$ cat src/design/deq_pkg.sv
// ----------------------------------------------------------------------------
// deq_pkg
// Shared sizes, operation and status codes, and controller commands for the
// byte-wide double-ended queue.
// ----------------------------------------------------------------------------
`default_nettype none

package deq_pkg;

  localparam int DEPTH = 16;
  localparam int AW    = (DEPTH > 1) ? $clog2(DEPTH) : 1;
  localparam int CW    = $clog2(DEPTH + 1);

  localparam int OP_W     = 2;
  localparam int DATA_W   = 8;
  localparam int STATUS_W = 2;
  localparam int FILL_W   = 5;

  typedef enum logic [OP_W-1:0] {
    OP_PUSH_FRONT = 2'd0,
    OP_PUSH_BACK  = 2'd1,
    OP_POP_FRONT  = 2'd2,
    OP_POP_BACK   = 2'd3
  } op_t;

  typedef enum logic [STATUS_W-1:0] {
    ST_DONE  = 2'd0,
    ST_EMPTY = 2'd1,
    ST_FULL  = 2'd2
  } status_t;

  typedef struct packed {
    logic accept;    // input beat taken, run the operation
    logic load_out;  // move pending result into the output register
  } cmd_t;

  function automatic logic [AW-1:0] ring_inc(input logic [AW-1:0] idx);
    return (idx == AW'(DEPTH - 1)) ? '0 : idx + AW'(1);
  endfunction

  function automatic logic [AW-1:0] ring_dec(input logic [AW-1:0] idx);
    return (idx == '0) ? AW'(DEPTH - 1) : idx - AW'(1);
  endfunction

endpackage

`default_nettype wire

$ cat src/design/deq_if.sv
// ----------------------------------------------------------------------------
// deq_in_if / deq_out_if
// Valid/ready channels for operations going in and results coming out.
// ----------------------------------------------------------------------------
`default_nettype none

interface deq_in_if;
  logic       valid;
  logic       ready;
  logic [1:0] operation;
  logic [7:0] data_in;

  modport source (output valid, output operation, output data_in, input ready);
  modport sink   (input valid, input operation, input data_in, output ready);
endinterface

interface deq_out_if;
  logic       valid;
  logic       ready;
  logic [7:0] data_out;
  logic [1:0] status;
  logic [4:0] fill_level;

  modport source (output valid, output data_out, output status, output fill_level,
                  input ready);
  modport sink   (input valid, input data_out, input status, input fill_level,
                  output ready);
endinterface

`default_nettype wire

$ cat src/design/double_ended_queue.sv
// ----------------------------------------------------------------------------
// double_ended_queue
// Byte-wide double-ended queue on a ring of DEPTH slots; push and pop at
// either end, one result beat per operation beat.
// ----------------------------------------------------------------------------
//   channel  | dir | payload                          | handshake
//   in_ch    | in  | operation[1:0], data_in[7:0]     | valid/ready
//   out_ch   | out | data_out[7:0], status[1:0],      | valid/ready
//            |     | fill_level[4:0]                  |
//
// an operation is accepted in idle, which registers the store read, and its
// result is loaded in exec; no new operation is accepted before that load.
// the output register lets the next operation be accepted while a result
// waits; a result stalled on out_ch holds the controller in its exec state.
// synchronous reset empties the queue; store contents are not cleared.
// ----------------------------------------------------------------------------
`default_nettype none

module double_ended_queue (
  input  wire logic  clk,
  input  wire logic  rst,
  deq_in_if.sink     in_ch,
  deq_out_if.source  out_ch
);
  import deq_pkg::*;

  cmd_t cmd;

  deq_ctrl u_ctrl (
    .clk       (clk),
    .rst       (rst),
    .in_valid  (in_ch.valid),
    .in_ready  (in_ch.ready),
    .out_ready (out_ch.ready),
    .out_valid (out_ch.valid),
    .cmd       (cmd)
  );

  deq_dp u_dp (
    .clk        (clk),
    .rst        (rst),
    .cmd        (cmd),
    .operation  (in_ch.operation),
    .data_in    (in_ch.data_in),
    .data_out   (out_ch.data_out),
    .status     (out_ch.status),
    .fill_level (out_ch.fill_level)
  );

  a_no_overlap: assert property (@(posedge clk) disable iff (rst)
    !(cmd.accept && cmd.load_out))
    else $error("accept and output load in the same cycle");

  a_busy_after_accept: assert property (@(posedge clk) disable iff (rst)
    cmd.accept |=> !in_ch.ready)
    else $error("input ready right after an accepted beat");

  a_load_shows: assert property (@(posedge clk) disable iff (rst)
    cmd.load_out |=> out_ch.valid)
    else $error("loaded result not presented");

  a_fail_zero: assert property (@(posedge clk) disable iff (rst)
    (out_ch.valid && out_ch.status != ST_DONE) |-> (out_ch.data_out == '0))
    else $error("failed operation carries nonzero data");

endmodule

`default_nettype wire

$ cat src/design/deq_ctrl.sv
// ----------------------------------------------------------------------------
// deq_ctrl
// Controller: takes one operation, waits for the store read, then hands the
// result to the output register once that register is free.
// ----------------------------------------------------------------------------
`default_nettype none

module deq_ctrl (
  input  wire logic          clk,
  input  wire logic          rst,
  input  wire logic          in_valid,
  output logic               in_ready,
  input  wire logic          out_ready,
  output logic               out_valid,
  output deq_pkg::cmd_t      cmd
);
  import deq_pkg::*;

  typedef enum logic [1:0] {
    S_IDLE = 2'b01,
    S_EXEC = 2'b10
  } state_t;

  state_t state;
  state_t state_next;
  logic   out_valid_next;
  logic   out_free;

  assign in_ready     = (state == S_IDLE);
  assign out_free     = !out_valid || out_ready;
  assign cmd.accept   = in_valid && in_ready;
  assign cmd.load_out = (state == S_EXEC) && out_free;

  always_comb begin
    state_next = state;
    case (state)
      S_IDLE: begin
        if (cmd.accept) state_next = S_EXEC;
      end
      S_EXEC: begin
        if (cmd.load_out) state_next = S_IDLE;
      end
      default: state_next = S_IDLE;
    endcase
  end

  always_comb begin
    out_valid_next = out_valid;
    if (cmd.load_out) begin
      out_valid_next = 1'b1;
    end else if (out_ready) begin
      out_valid_next = 1'b0;
    end
  end

  always_ff @(posedge clk) begin
    if (rst) begin
      state     <= S_IDLE;
      out_valid <= 1'b0;
    end else begin
      state     <= state_next;
      out_valid <= out_valid_next;
    end
  end

endmodule

`default_nettype wire

$ cat src/design/deq_dp.sv
// ----------------------------------------------------------------------------
// deq_dp
// Datapath: ring store, front and back indices, fill count and the output
// register.
// ----------------------------------------------------------------------------
`default_nettype none

module deq_dp (
  input  wire logic                             clk,
  input  wire logic                             rst,
  input  wire deq_pkg::cmd_t                    cmd,
  input  wire logic [deq_pkg::OP_W-1:0]         operation,
  input  wire logic [deq_pkg::DATA_W-1:0]       data_in,
  output logic      [deq_pkg::DATA_W-1:0]       data_out,
  output logic      [deq_pkg::STATUS_W-1:0]     status,
  output logic      [deq_pkg::FILL_W-1:0]       fill_level
);
  import deq_pkg::*;

  logic [DATA_W-1:0] mem [DEPTH];
  logic [DATA_W-1:0] rdata;

  logic [AW-1:0] front_index;
  logic [AW-1:0] back_index;
  logic [CW-1:0] fill_count;
  logic [AW-1:0] front_index_next;
  logic [AW-1:0] back_index_next;
  logic [CW-1:0] fill_count_next;

  logic          is_full;
  logic          is_empty;
  logic          mem_we;
  logic [AW-1:0] waddr;
  logic [AW-1:0] raddr;
  status_t       status_calc;
  logic          pop_calc;

  // result held between accept and output load
  status_t       pend_status;
  logic          pend_pop;
  logic [CW-1:0] pend_fill;

  assign is_full  = (fill_count == CW'(DEPTH));
  assign is_empty = (fill_count == '0);

  always_comb begin
    front_index_next = front_index;
    back_index_next  = back_index;
    fill_count_next  = fill_count;
    mem_we           = 1'b0;
    waddr            = back_index;
    raddr            = front_index;
    status_calc      = ST_DONE;
    pop_calc         = 1'b0;
    case (op_t'(operation))
      OP_PUSH_FRONT: begin
        waddr = ring_dec(front_index);
        if (is_full) begin
          status_calc = ST_FULL;
        end else begin
          mem_we           = 1'b1;
          front_index_next = waddr;
          fill_count_next  = fill_count + CW'(1);
        end
      end
      OP_PUSH_BACK: begin
        if (is_full) begin
          status_calc = ST_FULL;
        end else begin
          mem_we          = 1'b1;
          back_index_next = ring_inc(back_index);
          fill_count_next = fill_count + CW'(1);
        end
      end
      OP_POP_FRONT: begin
        if (is_empty) begin
          status_calc = ST_EMPTY;
        end else begin
          pop_calc         = 1'b1;
          front_index_next = ring_inc(front_index);
          fill_count_next  = fill_count - CW'(1);
        end
      end
      default: begin
        raddr = ring_dec(back_index);
        if (is_empty) begin
          status_calc = ST_EMPTY;
        end else begin
          pop_calc        = 1'b1;
          back_index_next = raddr;
          fill_count_next = fill_count - CW'(1);
        end
      end
    endcase
  end

  // read data is held until the result is loaded, however long out_ch stalls
  always_ff @(posedge clk) begin
    if (cmd.accept && mem_we) mem[waddr] <= data_in;
    if (cmd.accept) rdata <= mem[raddr];
  end

  always_ff @(posedge clk) begin
    if (rst) begin
      front_index <= '0;
      back_index  <= '0;
      fill_count  <= '0;
    end else if (cmd.accept) begin
      front_index <= front_index_next;
      back_index  <= back_index_next;
      fill_count  <= fill_count_next;
    end
  end

  always_ff @(posedge clk) begin
    if (cmd.accept) begin
      pend_status <= status_calc;
      pend_pop    <= pop_calc;
      pend_fill   <= fill_count_next;
    end
    if (cmd.load_out) begin
      data_out   <= pend_pop ? rdata : '0;
      status     <= pend_status;
      fill_level <= FILL_W'(pend_fill);
    end
  end

endmodule

`default_nettype wire

$ cat src/flat_wrapper.sv
// flat-port wrapper written by rule: the top's interface ports become plain ports
module double_ended_queue_flat import deq_pkg::*;
  (clk, rst, in_ch_valid, in_ch_operation, in_ch_data_in, in_ch_ready, out_ch_valid, out_ch_data_out, out_ch_status, out_ch_fill_level, out_ch_ready);
  deq_in_if in_ch_i ();
  deq_out_if out_ch_i ();
  input  wire logic clk;
  input  wire logic rst;
  input wire logic [$bits(in_ch_i.valid)-1:0] in_ch_valid;
  input wire logic [$bits(in_ch_i.operation)-1:0] in_ch_operation;
  input wire logic [$bits(in_ch_i.data_in)-1:0] in_ch_data_in;
  output wire logic [$bits(in_ch_i.ready)-1:0] in_ch_ready;
  output wire logic [$bits(out_ch_i.valid)-1:0] out_ch_valid;
  output wire logic [$bits(out_ch_i.data_out)-1:0] out_ch_data_out;
  output wire logic [$bits(out_ch_i.status)-1:0] out_ch_status;
  output wire logic [$bits(out_ch_i.fill_level)-1:0] out_ch_fill_level;
  input wire logic [$bits(out_ch_i.ready)-1:0] out_ch_ready;
  assign in_ch_i.valid = in_ch_valid;
  assign in_ch_i.operation = in_ch_operation;
  assign in_ch_i.data_in = in_ch_data_in;
  assign in_ch_ready = in_ch_i.ready;
  assign out_ch_valid = out_ch_i.valid;
  assign out_ch_data_out = out_ch_i.data_out;
  assign out_ch_status = out_ch_i.status;
  assign out_ch_fill_level = out_ch_i.fill_level;
  assign out_ch_i.ready = out_ch_ready;
  double_ended_queue u_core (.clk(clk), .rst(rst), .in_ch(in_ch_i), .out_ch(out_ch_i));
endmodule
$ cat config.mk
export PLATFORM = sky130hd
export DESIGN_NAME = double_ended_queue_flat
export DESIGN_NICKNAME = d
export VERILOG_FILES = /design/src/design/deq_pkg.sv /design/src/design/deq_if.sv /design/src/design/double_ended_queue.sv /design/src/design/deq_ctrl.sv /design/src/design/deq_dp.sv /design/src/flat_wrapper.sv
export SDC_FILE = /design/constraint.sdc
export NUM_CORES = 1
export LEC_CHECK = 0
export CORE_MARGIN = 2
export CORE_UTILIZATION = 31
export DETAILED_ROUTE_END_ITERATION = 8
export DONT_BUFFER_PORTS = 1
export PLACE_DENSITY = 0.53
export SLEW_MARGIN = 20
export SYNTH_ARGS = -nofsm -noshare
export SYNTH_HDL_FRONTEND = slang
export SYNTH_SLANG_ARGS = --single-unit
$ cat constraint.sdc
create_clock -name clk -period 3.2 [get_ports clk]
set_input_delay 0.64 -clock clk [delete_from_list [all_inputs] [get_ports clk]]
set_output_delay 0.64 -clock clk [all_outputs]
set_load 0.1 [all_outputs]
# Word-level counts from Yosys, hierarchy flattened
# Memory sizes are Yosys's and may differ from the RTL's. A register that Yosys moved wholly into a read port is not among the register bits.
# Index checks and enable logic that the tools add are counted.
[word_totals]
wordCells = 77
out_inout_bits = 17
n_memories = 1
reg_bits = 39
in_bits = 14
mem_bits_rw = 128
[memory_table]
columns = ["memory", "depth", "width", "rd", "rd_clocked_by_memory_dff", "wr", "line", "rtl"]
rows = [
  ["u_core.u_dp.mem", 16, 8, 1, 1, 1, "deq_dp.sv:20", "logic [DATA_W-1:0] mem [DEPTH];"],
]
[classes]
add_sub_neg = 6
eq_ne = 13
n_reduce_logical = 17
n_bitwise = 1
n_mux = 28
[op_table]
columns = ["op", "count"]
rows = [
  ["two-way mux 4 bit", 10],
  ["case mux 4 bit (2 select lines)", 2],
  ["two-way mux 5 bit", 3],
  ["adder 4 x 1 -> 4 bit (second input constant)", 2],
  ["equality test 4 bit (second input constant)", 2],
  ["logical NOT 4 bit", 2],
  ["two-way mux 1 bit", 8],
  ["two-way mux 2 bit", 4],
  ["inequality test 2 bit (second input constant)", 4],
  ["AND reduction 4 bit", 2],
  ["subtractor 4 x 1 -> 4 bit (second input constant)", 2],
  ["adder 5 x 1 -> 5 bit (second input constant)", 1],
  ["equality test 5 bit (second input constant)", 1],
  ["logical NOT 5 bit", 1],
  ["subtractor 5 x 1 -> 5 bit (second input constant)", 1],
  ["equality test 2 x 1 -> 1 bit (second input constant)", 2],
  ["equality test 2 bit (second input constant)", 2],
  ["inequality test 2 x 1 -> 1 bit (second input constant)", 2],
  ["case mux 2 bit (2 select lines)", 1],
  ["nonzero test 2 bit", 2],
  ["OR reduction 2 bit", 2],
  ["logical AND 1 bit", 3],
  ["OR reduction 3 bit", 1],
  ["logical NOT 2 bit", 1],
  ["4 further kinds", 4],
]

# Longest topological paths before layout
[depth]
depth_word = 6
ltp_mapped = 12
mapped_depth_nobuf = 8

# Modules after synthesis
# A second synthesis with hierarchy kept.
[hier_totals]
hier_cells = 508
area_unflattened_um2 = 7497.2
[by_module_without_submodules]
columns = ["module", "instances", "area_each_um2", "seq_area_each_um2", "cells_each"]
rows = [
  ["deq_dp", 1, 7360.8, 5034.8, 495],
  ["deq_ctrl", 1, 136.4, 60.1, 13],
]

# Worst setup path after synthesis
# OpenSTA, ideal clock, no wires.
[synth_path]
kind = "reg2reg"
from = "register u_core.u_dp.front_index[0]"
to = "memory u_core.u_dp.mem[5][0], enable pin"
setup_ns = 0.370
stages_incl_launch_ff = 10
slack_ns = 0.808
required_time_ns = 2.830
period_less_slack_ns = 2.392
t_arrival_ns = 2.022
n_path_buf = 1
cell_sequence = "dfxtp_1 clkbuf_1 inv_1 ha_1 o21bai_1 a21oi_1 a41oi_1 mux2i_1 nand2_1 nor2_1"
[synth_between]
elab_chain_cells = 3
word_cells_on_any_way = 4
classes_between = "add/sub: 1; mux: 2; reduce/logical: 1"
[synth_lines]
columns = ["item", "line", "rtl"]
rows = [
  ["start: declaration", "deq_dp.sv:23", "logic [AW-1:0] front_index;"],
  ["start signal: assignment", "deq_dp.sv:109", "front_index <= front_index_next;"],
  ["subtractor 4 x 1 -> 4 bit or logical NOT 4 bit (tied branches)", "deq_pkg.sv:42", "return (idx == '0) ? AW'(DEPTH - 1) : idx - AW'(1);"],
  ["two-way mux 4 bit *", "deq_pkg.sv:42", ""],
  ["two-way mux 4 bit *", "deq_dp.sv:55", "case (op_t'(operation))"],
  ["end: declaration", "deq_dp.sv:20", ""],
]
# Mark *: on every way between the ends. The rest lies on a longest branch, timed or not.

# Worst setup path after layout
[layout_path]
from = "register u_core.u_dp.fill_count[0]"
to = "memory u_core.u_dp.mem[4][5], enable pin"
[layout_between]
elab_chain_cells = 6
[layout_lines]
columns = ["item", "line", "rtl"]
rows = [
  ["start: declaration", "deq_dp.sv:25", "logic [CW-1:0] fill_count;"],
  ["start signal: assignment", "deq_dp.sv:111", "fill_count <= fill_count_next;"],
  ["equality test 5 bit", "deq_dp.sv:43", "assign is_full = (fill_count == CW'(DEPTH));"],
  ["two-way mux 1 bit", "deq_dp.sv:58, deq_dp.sv:67", ""],
  ["two-way mux 1 bit", "n/a", ""],
  ["logical AND 1 bit", "deq_dp.sv:99", "if (cmd.accept && mem_we) mem[waddr] <= data_in;"],
  ["two-way mux 1 bit", "deq_dp.sv:99", ""],
  ["two-way mux 1 bit (not written as such)", "deq_dp.sv:99", ""],
]
# No other way between the ends.

==> flow_summary.html <==
<table>
<tr><th>Metric</th><th>Value</th></tr>
<tr><th colspan="2">Status</th></tr>
<tr><td>Outcome</td><td>finished, final reports clean</td></tr>
<tr><th colspan="2">Logic synthesis</th></tr>
<tr><td>Prevailing post-synth register cell</td><td>edfxtp_1</td></tr>
<tr><td>Synthesized area</td><td>between 7000 and 8000 sq um</td></tr>
<tr><td>Fraction of the yosys area taken by sequential cells</td><td>about two thirds</td></tr>
<tr><td>Synthesis warning total</td><td>0</td></tr>
<tr><td>Number of distinct standard cells referenced by the synthesized netlist</td><td>57</td></tr>
<tr><td>Count of mapped cells out of synthesis</td><td>572</td></tr>
<tr><td>Post-synthesis net count</td><td>592</td></tr>
<tr><td>Async SR Flop Fraction</td><td>0%</td></tr>
<tr><td>Mean instance size in the synthesized netlist</td><td>13.1 sq um</td></tr>
<tr><td>Cell types occupying the most area after synthesis</td><td>edfxtp_1, nand2_1, dfxtp_1, a21oi_1, nor2_1</td></tr>
<tr><td>Count of flip-flops with a built-in enable after synthesis</td><td>159</td></tr>
<tr><td>#FFs+latches synth</td><td>~180</td></tr>
<tr><td>Most area-hungry cell type in the Yosys netlist</td><td>edfxtp_1</td></tr>
<tr><td>Top-area cell type share of the netlist area</td><td>63.9%</td></tr>
<tr><th colspan="2">Place</th></tr>
<tr><td>Port bufs</td><td>0</td></tr>
<tr><td>Dpl hpwl</td><td>approximately 11000 microns</td></tr>
<tr><td>Final weighted congestion in routability-driven placement</td><td>around 0.83</td></tr>
<tr><th colspan="2">Power</th></tr>
<tr><td>VDD IR-drop max</td><td>around 290 uV</td></tr>
<tr><td>P per Cell Area</td><td>roughly 630 nW/um^2</td></tr>
<tr><td>Leakage power figure</td><td>~0.0029 uW</td></tr>
<tr><th colspan="2">Clock network</th></tr>
<tr><td>Sinks on the clock net</td><td>between 150 and 200</td></tr>
<tr><td>Quantity of hold-fixing buffers added after cts</td><td>0</td></tr>
<tr><td>Bufs on Longest Clock Path</td><td>2</td></tr>
<tr><td>Buffer type at the clock tree root</td><td>clkbuf_16</td></tr>
<tr><td>H-tree lvl count</td><td>4</td></tr>
<tr><td>Number of buffers created by CTS</td><td>17</td></tr>
<tr><td>CTS tree</td><td>built</td></tr>
<tr><td>Clock latency on the worst-skew pair</td><td>0.42 ns</td></tr>
<tr><td># resized after CTS</td><td>0</td></tr>
<tr><td>Reg clk slew, reported paths</td><td>about 0.07 ns</td></tr>
<tr><td>Post-CTS setup repair buffer count</td><td>0</td></tr>
<tr><th colspan="2">Timing</th></tr>
<tr><td>Fmax achieved</td><td>336 MHz</td></tr>
<tr><td>Post-route clock period utilization</td><td>around 93%</td></tr>
<tr><td>Aggregate negative setup slack</td><td>0 ns</td></tr>
<tr><td>Clock period minus worst slack</td><td>slightly below 3 ns</td></tr>
<tr><td>Relative max-transition margin</td><td>between 40% and 50%</td></tr>
<tr><td>Clock skew</td><td>slightly below 0.009 ns</td></tr>
<tr><td>Unrepaired setup endpoints after global routing</td><td>false</td></tr>
<tr><td>Pin slew with the least headroom to its limit</td><td>about 0.9 ns</td></tr>
<tr><td>Final setup viols</td><td>0</td></tr>
<tr><td>Final Max Tran Viols</td><td>0</td></tr>
<tr><td>Number of hold-slack violations in the final timing report</td><td>0</td></tr>
<tr><th colspan="2">Floorplanning</th></tr>
<tr><td>Die width</td><td>159 microns</td></tr>
<tr><td>Cell Rows</td><td>between 50 and 60</td></tr>
<tr><td>Core region area</td><td>between 20000 and 25000 sq um</td></tr>
<tr><td>Top-Level Pins</td><td>31</td></tr>
<tr><td>Full die area</td><td>around 25000 sq um</td></tr>
<tr><td>Die Ht</td><td>between 150 and 200 microns</td></tr>
<tr><td>Initial Util</td><td>between 30% and 40%</td></tr>
<tr><th colspan="2">Job</th></tr>
<tr><td>Max cap viols</td><td>0</td></tr>
<tr><th colspan="2">Route</th></tr>
<tr><td>Vias after detailed routing</td><td>roughly 4600</td></tr>
<tr><td>Total Routed Length</td><td>~17000 microns</td></tr>
<tr><td>Number of routed nets with antenna violations</td><td>0</td></tr>
<tr><td>Via-per-instance ratio</td><td>4.97</td></tr>
<tr><td>Count of TritonRoute iterations in the first routing pass</td><td>6</td></tr>
<tr><td>Iteration-0 DRC Markers</td><td>between 400 and 500</td></tr>
<tr><td>Routed length per instance</td><td>18.2 microns</td></tr>
<tr><td>DRC errors left</td><td>0</td></tr>
<tr><th colspan="2">Final layout</th></tr>
<tr><td>Final core utilization</td><td>a little over a third</td></tr>
<tr><td>Share of post-route cells with drive strength above 1</td><td>a little over an eighth</td></tr>
<tr><td>Antenna cells</td><td>0</td></tr>
<tr><td>Area used by multi-input combinational logic</td><td>2160 sq um</td></tr>
<tr><td>Signed area change from the synthesized netlist to the final layout</td><td>13.4%</td></tr>
<tr><td>Number of fill cells in the layout</td><td>2292</td></tr>
<tr><td>Total number of nets in the final design</td><td>a little over 600</td></tr>
<tr><td>Flip-flop and latch area</td><td>5090 sq um</td></tr>
<tr><th colspan="2">GRT</th></tr>
<tr><td>Initial antenna violation count</td><td>0</td></tr>
<tr><td>Pin count of the biggest net entering global routing</td><td>45</td></tr>
<tr><td>Global-route congestion overflow total</td><td>0</td></tr>
<tr><td>Global-route wire length before repair</td><td>25800 microns</td></tr>
<tr><td>Number of global-route vias before repair</td><td>4444</td></tr>
<tr><td>Global-route usage over all layers</td><td>13.4%</td></tr>
<tr><th colspan="2">Critical path</th></tr>
<tr><td>Capturing instance or port of the critical path</td><td>u_core.u_dp.mem[4][5]</td></tr>
<tr><td>Depth of the worst register-to-register path</td><td>6</td></tr>
<tr><td>Data arrival at the endpoint of the critical path</td><td>between 3 and 4 ns</td></tr>
<tr><td>Origin of the critical flop-to-flop path</td><td>u_core.u_dp.fill_count[0]</td></tr>
<tr><td>Worst Setup Path Type</td><td>reg -&gt; reg</td></tr>
<tr><td>Worst flop-to-flop path endpoint</td><td>u_core.u_dp.mem[4][5]</td></tr>
<tr><td>Crit end category</td><td>register</td></tr>
<tr><td>Internal reg-to-reg setup slack</td><td>0.22 ns</td></tr>
<tr><td>Data required, critical path</td><td>~3.3 ns</td></tr>
<tr><td>Maximum fanout along the worst path</td><td>8</td></tr>
<tr><td>Critical path origin</td><td>u_core.u_dp.fill_count[0]</td></tr>
<tr><td>Type of element launching the critical path</td><td>register</td></tr>
<tr><th colspan="2">Min path</th></tr>
<tr><td>Class of the tightest hold or removal check</td><td>in -&gt; reg</td></tr>
</table>
## critical path, cell delays in order, from the launching register on
cell and delay [ns]:
dfxtp_1 0.43, inv_1 0.14, ha_1 0.26, nor3b_2 0.20, a211oi_1 0.61, nand3_1 0.29, nor2_1 0.66
## worst min path at each step
stage,startpoint,endpoint,slack [ns],cells past startpoint
floorplan,u_core.u_dp.pend_fill[0],u_core.u_dp.fill_level[0],0.40,0
global placement,u_core.u_dp.pend_fill[0],u_core.u_dp.fill_level[0],0.41,0
detailed placement,u_core.u_dp.pend_fill[0],u_core.u_dp.fill_level[0],0.41,0
CTS,rst,u_core.u_dp.front_index[3],0.26,1
global route,rst,u_core.u_dp.front_index[2],0.26,1
finish,rst,u_core.u_dp.front_index[3],0.28,1
## through the flow
stage	hold slack, ns	instance area (sq um)	cells	setup slack (ns)	total power [uW]
floorplan	0.400	7480	572	0.808	3110
global placement	0.407	7870	885	0.382	3230
detailed placement	0.406	7870	885	0.303	3240
CTS	0.262	8480	917	0.266	5370
global route	0.255	8480	917	0.0602	5540
finish	0.281	8480	917	0.223	5330
## cell type report
cell class	count	share of cell area [%]
well taps	319	4.71
inverters	13	0.575
clock buffers	17	5.02
repair buffers	21	2.01
flip-flops and latches	175	60.1
multi-input cells	357	25.5
clock inverters	15	2.14
## routing by layer
layer | global-route usage, % | up-vias | routed length (microns)
met3 | 3.78 | 12 | 902
li1 | - | 2140 | -
met2 | 21.7 | 144 | 7980
met4 | 3.64 | 0 | 180
met5 | 0 | - | 0
met1 | 17.6 | 2262 | 7590
## cell usage after synthesis, types with 4 or more instances
cell type / number
xnor2_1: 7
nand4_1: 5
ha_1: 6
mux2i_1: 12
o211ai_1: 4
nor2b_1: 8
inv_1: 13
dfxtp_1: 16
mux2_2: 10
and2_1: 11
clkbuf_1: 5
edfxtp_1: 159
a21oi_1: 36
buf_2: 14
a22o_1: 5
nand3_1: 15
a21o_1: 5
a32oi_1: 6
a31oi_1: 6
o2111ai_1: 6
o21ai_0: 8
nand2_1: 99
nor2_1: 39
buf_6: 7
nor3_1: 4
a211oi_1: 8
and3_1: 5
nand2b_1: 5
## kinds of logic (layout without fill, tap and decap cells)
| kind of cell | count (synthesis) | after routing | synth area share (%) |
|---|---|---|---|
| flops | 175 | 175 | 68.2 |
| buf+inv | 40 | 66 | 3.00 |
| compound gates | 112 | 112 | 10.6 |
| xor+xnor | 9 | 9 | 1.05 |
| mux | 23 | 23 | 3.31 |
| simple gates | 207 | 207 | 12.8 |
| fa+ha+maj | 6 | 6 | 1.00 |
## power breakdown
group          switching [uW]  internal, uW
combinational             352           210
clock                     896          1240
sequential               61.9          2570
## sequential cells by signal, summed over array words and instances, names as in the netlist
register / flops
u_core.u_dp.mem: 128
u_core.u_dp.data_out: 8
u_core.u_dp.rdata: 8
u_core.u_dp.fill_count: 5
u_core.u_dp.fill_level: 5
u_core.u_dp.pend_fill: 5
u_core.u_dp.back_index: 4
u_core.u_dp.front_index: 4
u_core.u_ctrl.state: 2
u_core.u_dp.pend_status: 2
u_core.u_dp.status: 2
u_core.u_ctrl.out_valid: 1
u_core.u_dp.pend_pop: 1
## placed cells by master, fill, tap and decap left out, drive strengths merged, types with 8 or more instances in the layout
master / count
edfxtp: 159
nand2: 102
nor2: 42
a21oi: 37
buf: 21
inv: 19
clkbuf: 17
dfxtp: 16
nand3: 16
mux2i: 12
and2: 11
mux2: 11
o21ai: 8
a211oi: 8
nor2b: 8
Note: power is estimated with default switching activity, not from simulation.
